<file path="src/rtl/core/ctt_pkg.sv">
// Shared types and constants for the connection tracking table.
`timescale 1ns / 1ps
package ctt_pkg;

   localparam logic [31:0] TIMEOUT_RESET = 32'd30000;

   localparam logic [3:0] STYPE_STREAM   = 4'd1;
   localparam logic [3:0] STYPE_DATAGRAM = 4'd2;
   localparam logic [7:0] PROTO_ANY      = 8'd0;
   localparam logic [7:0] PROTO_TCP      = 8'd6;
   localparam logic [7:0] PROTO_UDP      = 8'd17;

   typedef enum logic [1:0] {
      OP_ADD        = 2'd0,
      OP_FIRST_SEND = 2'd1,
      OP_SET_MARK   = 2'd2,
      OP_TEST_CLEAR = 2'd3
   } op_type;

   typedef enum logic [1:0] {
      ST_CLEAR,
      ST_IDLE,
      ST_SCAN,
      ST_FINISH
   } state_type;

   typedef struct packed {
      logic        valid;
      logic [63:0] handle;
      logic        tcp;
      logic        udp;
      logic        sent;
      logic        mark;
      logic [31:0] created;
   } entry_type;

   typedef struct packed {
      logic clear;
      logic start;
      logic scan;
      logic finish;
   } cmd_type;

   typedef struct packed {
      logic clear_done;
      logic scan_done;
      logic out_free;
   } status_type;

endpackage

</file>
<file path="src/rtl/core/ctt_ctrl.sv">
// Control state machine: clearing pass, item accept, table walk, commit.
`timescale 1ns / 1ps
module ctt_ctrl (
   input  logic                clock,
   input  logic                reset,
   input  logic                req_valid,
   output logic                req_ready,
   input  ctt_pkg::status_type status,
   output ctt_pkg::cmd_type    cmd
);
   import ctt_pkg::*;

   state_type state_ff;
   state_type state_in;

   always_ff @(posedge clock) begin
      if (reset) begin
         state_ff <= ST_CLEAR;
      end else begin
         state_ff <= state_in;
      end
   end

   always_comb begin
      state_in = state_ff;
      unique case (state_ff)
         ST_CLEAR: begin
            if (status.clear_done) state_in = ST_IDLE;
         end
         ST_IDLE: begin
            if (req_valid) state_in = ST_SCAN;
         end
         ST_SCAN: begin
            if (status.scan_done) state_in = ST_FINISH;
         end
         ST_FINISH: begin
            if (status.out_free) state_in = ST_IDLE;
         end
         default: state_in = ST_CLEAR;
      endcase
   end

   always_comb begin
      cmd       = '0;
      req_ready = 1'b0;
      unique case (state_ff)
         ST_CLEAR: begin
            cmd.clear = 1'b1;
         end
         ST_IDLE: begin
            req_ready = 1'b1;
            cmd.start = req_valid;
         end
         ST_SCAN: begin
            cmd.scan = 1'b1;
         end
         ST_FINISH: begin
            cmd.finish = status.out_free;
         end
         default: begin
            cmd = '0;
         end
      endcase
   end

endmodule

</file>
<file path="config.mk">
export PLATFORM = sky130hd
export DESIGN_NAME = ctt_ctrl
export DESIGN_NICKNAME = d
export VERILOG_FILES = /design/src/rtl/core/ctt_pkg.sv /design/src/rtl/core/ctt_ctrl.sv
export SDC_FILE = /design/constraint.sdc
export NUM_CORES = 1
export LEC_CHECK = 0
export ABC_AREA = 1
export BUFFER_PORTS_ARGS = -buffer_cell sky130_fd_sc_hd__buf_2
export CAP_MARGIN = 20
export CORE_AREA = 2 2 39 41
export CTS_CLUSTER_DIAMETER = 40
export DETAILED_ROUTE_END_ITERATION = 8
export DIE_AREA = 0 0 41 43
export PLACE_DENSITY = 0.47
export SYNTH_ARGS = -nofsm -noshare
export SYNTH_HDL_FRONTEND = slang
export SYNTH_SLANG_ARGS = --single-unit
</file>
<file path="constraint.sdc">
create_clock -name clock -period 2.1 [get_ports clock]
set_input_delay 0.21 -clock clock [delete_from_list [all_inputs] [get_ports clock]]
set_output_delay 0.21 -clock clock [all_outputs]
set_load 0.02 [all_outputs]
</file>
==> results.sh <==
export IMPL_status="completed"
export IMPL_syn_inst=34
export IMPL_synth_edf_count=0
export IMPL_ys_ff_latch=2
export IMPL_fin_crit_sh_pct=64.16
export IMPL_synth_warnings=0
export IMPL_gr_usage_all_layers_pct=5.105
export IMPL_post_synth_top_count_cell="inv_1"
export IMPL_cp_start_kind="register"
export IMPL_cp_arrival_ns=1.14
export IMPL_min_path_type="in2reg"
export IMPL_grt_pass1_vias=181
export IMPL_top_register="state_ff"
export IMPL_overflow=0
export IMPL_vias=212
export IMPL_ctsLongestPathBuffers=2
export IMPL_clk_pin_slew_ns=0.03
export IMPL_synth_fa_ha_area_share_pct=28.25
export IMPL_port_buffers=10
export IMPL_cts_tree="yes"
export IMPL_dp_hpwl_um=322.6
export IMPL_ys_top_cells_by_area="ha_1 (28%), dfxtp_1 (18%), inv_1 (17%)"
export IMPL_core_area_um2=1384
export IMPL_yosys_most_used_dff="dfxtp_1"
export IMPL_drive_gt1_share_pct=38.30
export IMPL_whs_ns=0.2361
export IMPL_antenna_found_initial=0
export IMPL_ios=11
export IMPL_largest_reg_flops=2
export IMPL_placedInstanceArea_um2=291.5
export IMPL_path_max_fanout=4
export IMPL_fin_nets=60
export IMPL_grt_pass1_wl_um=579
export IMPL_crit_slowest_cell="dfxtp_1"
export IMPL_fp_row_count=14
export IMPL_end_kind="primary output"
export IMPL_h_tree_depth=1
export IMPL_cts_sinks=2
export IMPL_antennaDiodeCount=0
export IMPL_worst_pin_slew_ns=0.1921
export IMPL_ir_drop_mv=0.4325
export IMPL_fin_area_um2=314.1
export IMPL_grt_start_max_net_pins=6
export IMPL_synthXorXnorAreaFrac_pct=0
export IMPL_rsz0062_at_grt="false"
export IMPL_detail_route_antenna_nets=0
export IMPL_synth_cells_most_frequent="inv_1 (10), nand2_1 (8), ha_1 (5)"
export IMPL_critPathRequiredTime_ns=1.89
export IMPL_gp_congestion=0.6415
export IMPL_worstSkewPairLatency_ns=0.22
export IMPL_yosys_area_share_simple_pct=36.72
export IMPL_final_max_slew_viol_count=0
export IMPL_power_density_nw_per_um2=1275
export IMPL_synth_top_family_by_area="simple AND/OR/NAND/NOR gates"
export IMPL_area_delta_synth_final_pct=41.81
export IMPL_synth_compound_area_share_pct=0
export IMPL_viasPerCell=3.365
export IMPL_postCtsSetupBuffers=0
export IMPL_dr_pass1_iters=2
export IMPL_hold_viol_final=0
export IMPL_synthesis_nets=45
export IMPL_netlist_area_um2=221.5
export IMPL_drc=0
export IMPL_yosysSeqAreaShare_pct=18.08
export IMPL_routedWlPerCell_um=6.095
export IMPL_crit_buf_inv=3
export IMPL_yosys_area_top_type_share_pct=28.25
export IMPL_critPathTopFamily="flip-flops"
export IMPL_drt_initial_drc_count=3
export IMPL_slowest_delay_ns=0.36
export IMPL_synth_async_sr_flop_share_pct=0
export IMPL_cts_resized=0
export IMPL_start_util_pct=16.00
export IMPL_timing_max_cap_violations=0
export IMPL_path_common_cell="inv_1"
export IMPL_worst_setup_path_type="reg2out"
export IMPL_worstPathCellList="inv_1, ha_1, nand2_1, inv_1, buf_2"
export IMPL_dieArea_um2=1763
export IMPL_synth_mux_area_share_pct=0
export IMPL_fin_crit_ns=1.347
export IMPL_setup_tns_ns=0
export IMPL_final_setup_skew_ns=0.001045
export IMPL_setup_viol=0
export IMPL_cts_root_buffer="clkbuf_4"
export IMPL_cts_buffers=3
export IMPL_synth_distinct_cells=7
export IMPL_relSlewSlack_pct=87.17
export IMPL_fill_cells=172
export IMPL_die_w_um=41
export IMPL_avgSynthCellArea_um2=6.514
export IMPL_top_regs="state_ff: 2 flops"
export IMPL_die_y_um=43
export IMPL_fmax_ghz=0.7421
export IMPL_synth_area_leader_cell="ha_1"
export IMPL_cts_hold_fix_buffers=0
export IMPL_wl_um=384
export IMPL_power_leakage_nw=0.2109
==> layer usage <==
layer  up-vias  track usage, %  routed length, um
li1        119               -                  -
met1        88           4.140                171
met2         5           8.125                177
met3         0           6.283                 36
met4         0               0                  0
met5         -               0                  0
==> placed cells by master, fill, tap and decap left out, drive strengths merged <==
master / Yosys / layout
nand2: 12 / 12
inv: 10 / 10
buf: 0 / 10
ha: 5 / 5
nor2: 5 / 5
clkbuf: 0 / 3
dfxtp: 2 / 2
==> cells by family (layout without fill, tap and decap cells) <==
logic type    after synthesis  count (layout)
flops                       2               2
simple gates               17              17
fa+ha+maj                   5               5
buf+inv                    10              23
==> area by class of cell <==
type / count / area, um2 / area share, %
Tap cell: 16 / 20.02 / 6.375
Clock buffer: 3 / 22.52 / 7.171
Sequential cell: 2 / 40.04 / 12.75
Timing Repair Buffer: 10 / 50.05 / 15.94
Multi-Input combinational cell: 22 / 143.9 / 45.82
Inverter: 10 / 37.54 / 11.95
==> worst register-to-register path, stage by stage (launching register included) <==
cell and delay [ns]:
dfxtp_1 0.40, inv_1 0.09, ha_1 0.21, nand2_1 0.08
nand2_2 0.07, nor2_4 0.13, nand2_1 0.06, nand2_1 0.05
nor2_1 0.03
==> metrics by stage <==
step | setup slack, ns | total power [W] | cells | utilization, %
2_1_floorplan | 0.8511 | 0.0002688 | 34 | -
3_3_place_gp | 0.8699 | 0.0003218 | 60 | 21.07
3_5_place_dp | 0.8490 | 0.0003226 | 60 | 21.07
4_1_cts | 0.7307 | 0.0004110 | 63 | 22.69
5_1_grt | 0.6498 | 0.0004456 | 63 | 22.69
6_report | 0.7526 | 0.0004005 | 63 | 22.69
==> final timing paths <==
kind	startpoint	end	slack (ns)	cells after the start
worst max register to register	state_ff[0]	state_ff[0]	0.86	8
worst min register to register	state_ff[1]	state_ff[1]	0.52	2
worst max-delay path	state_ff[1]	cmd[2]	0.75	5
worst min-delay path	reset	state_ff[1]	0.24	4
==> power breakdown <==
group | switching [W] | total, W | internal [W]
sequential | 0.0000213 | 0.0000770 | 0.0000556
combinational | 0.000149 | 0.000240 | 0.0000906
clock | 0.0000206 | 0.0000835 | 0.0000630
No activity file was read; power rests on OpenSTA's default activity.
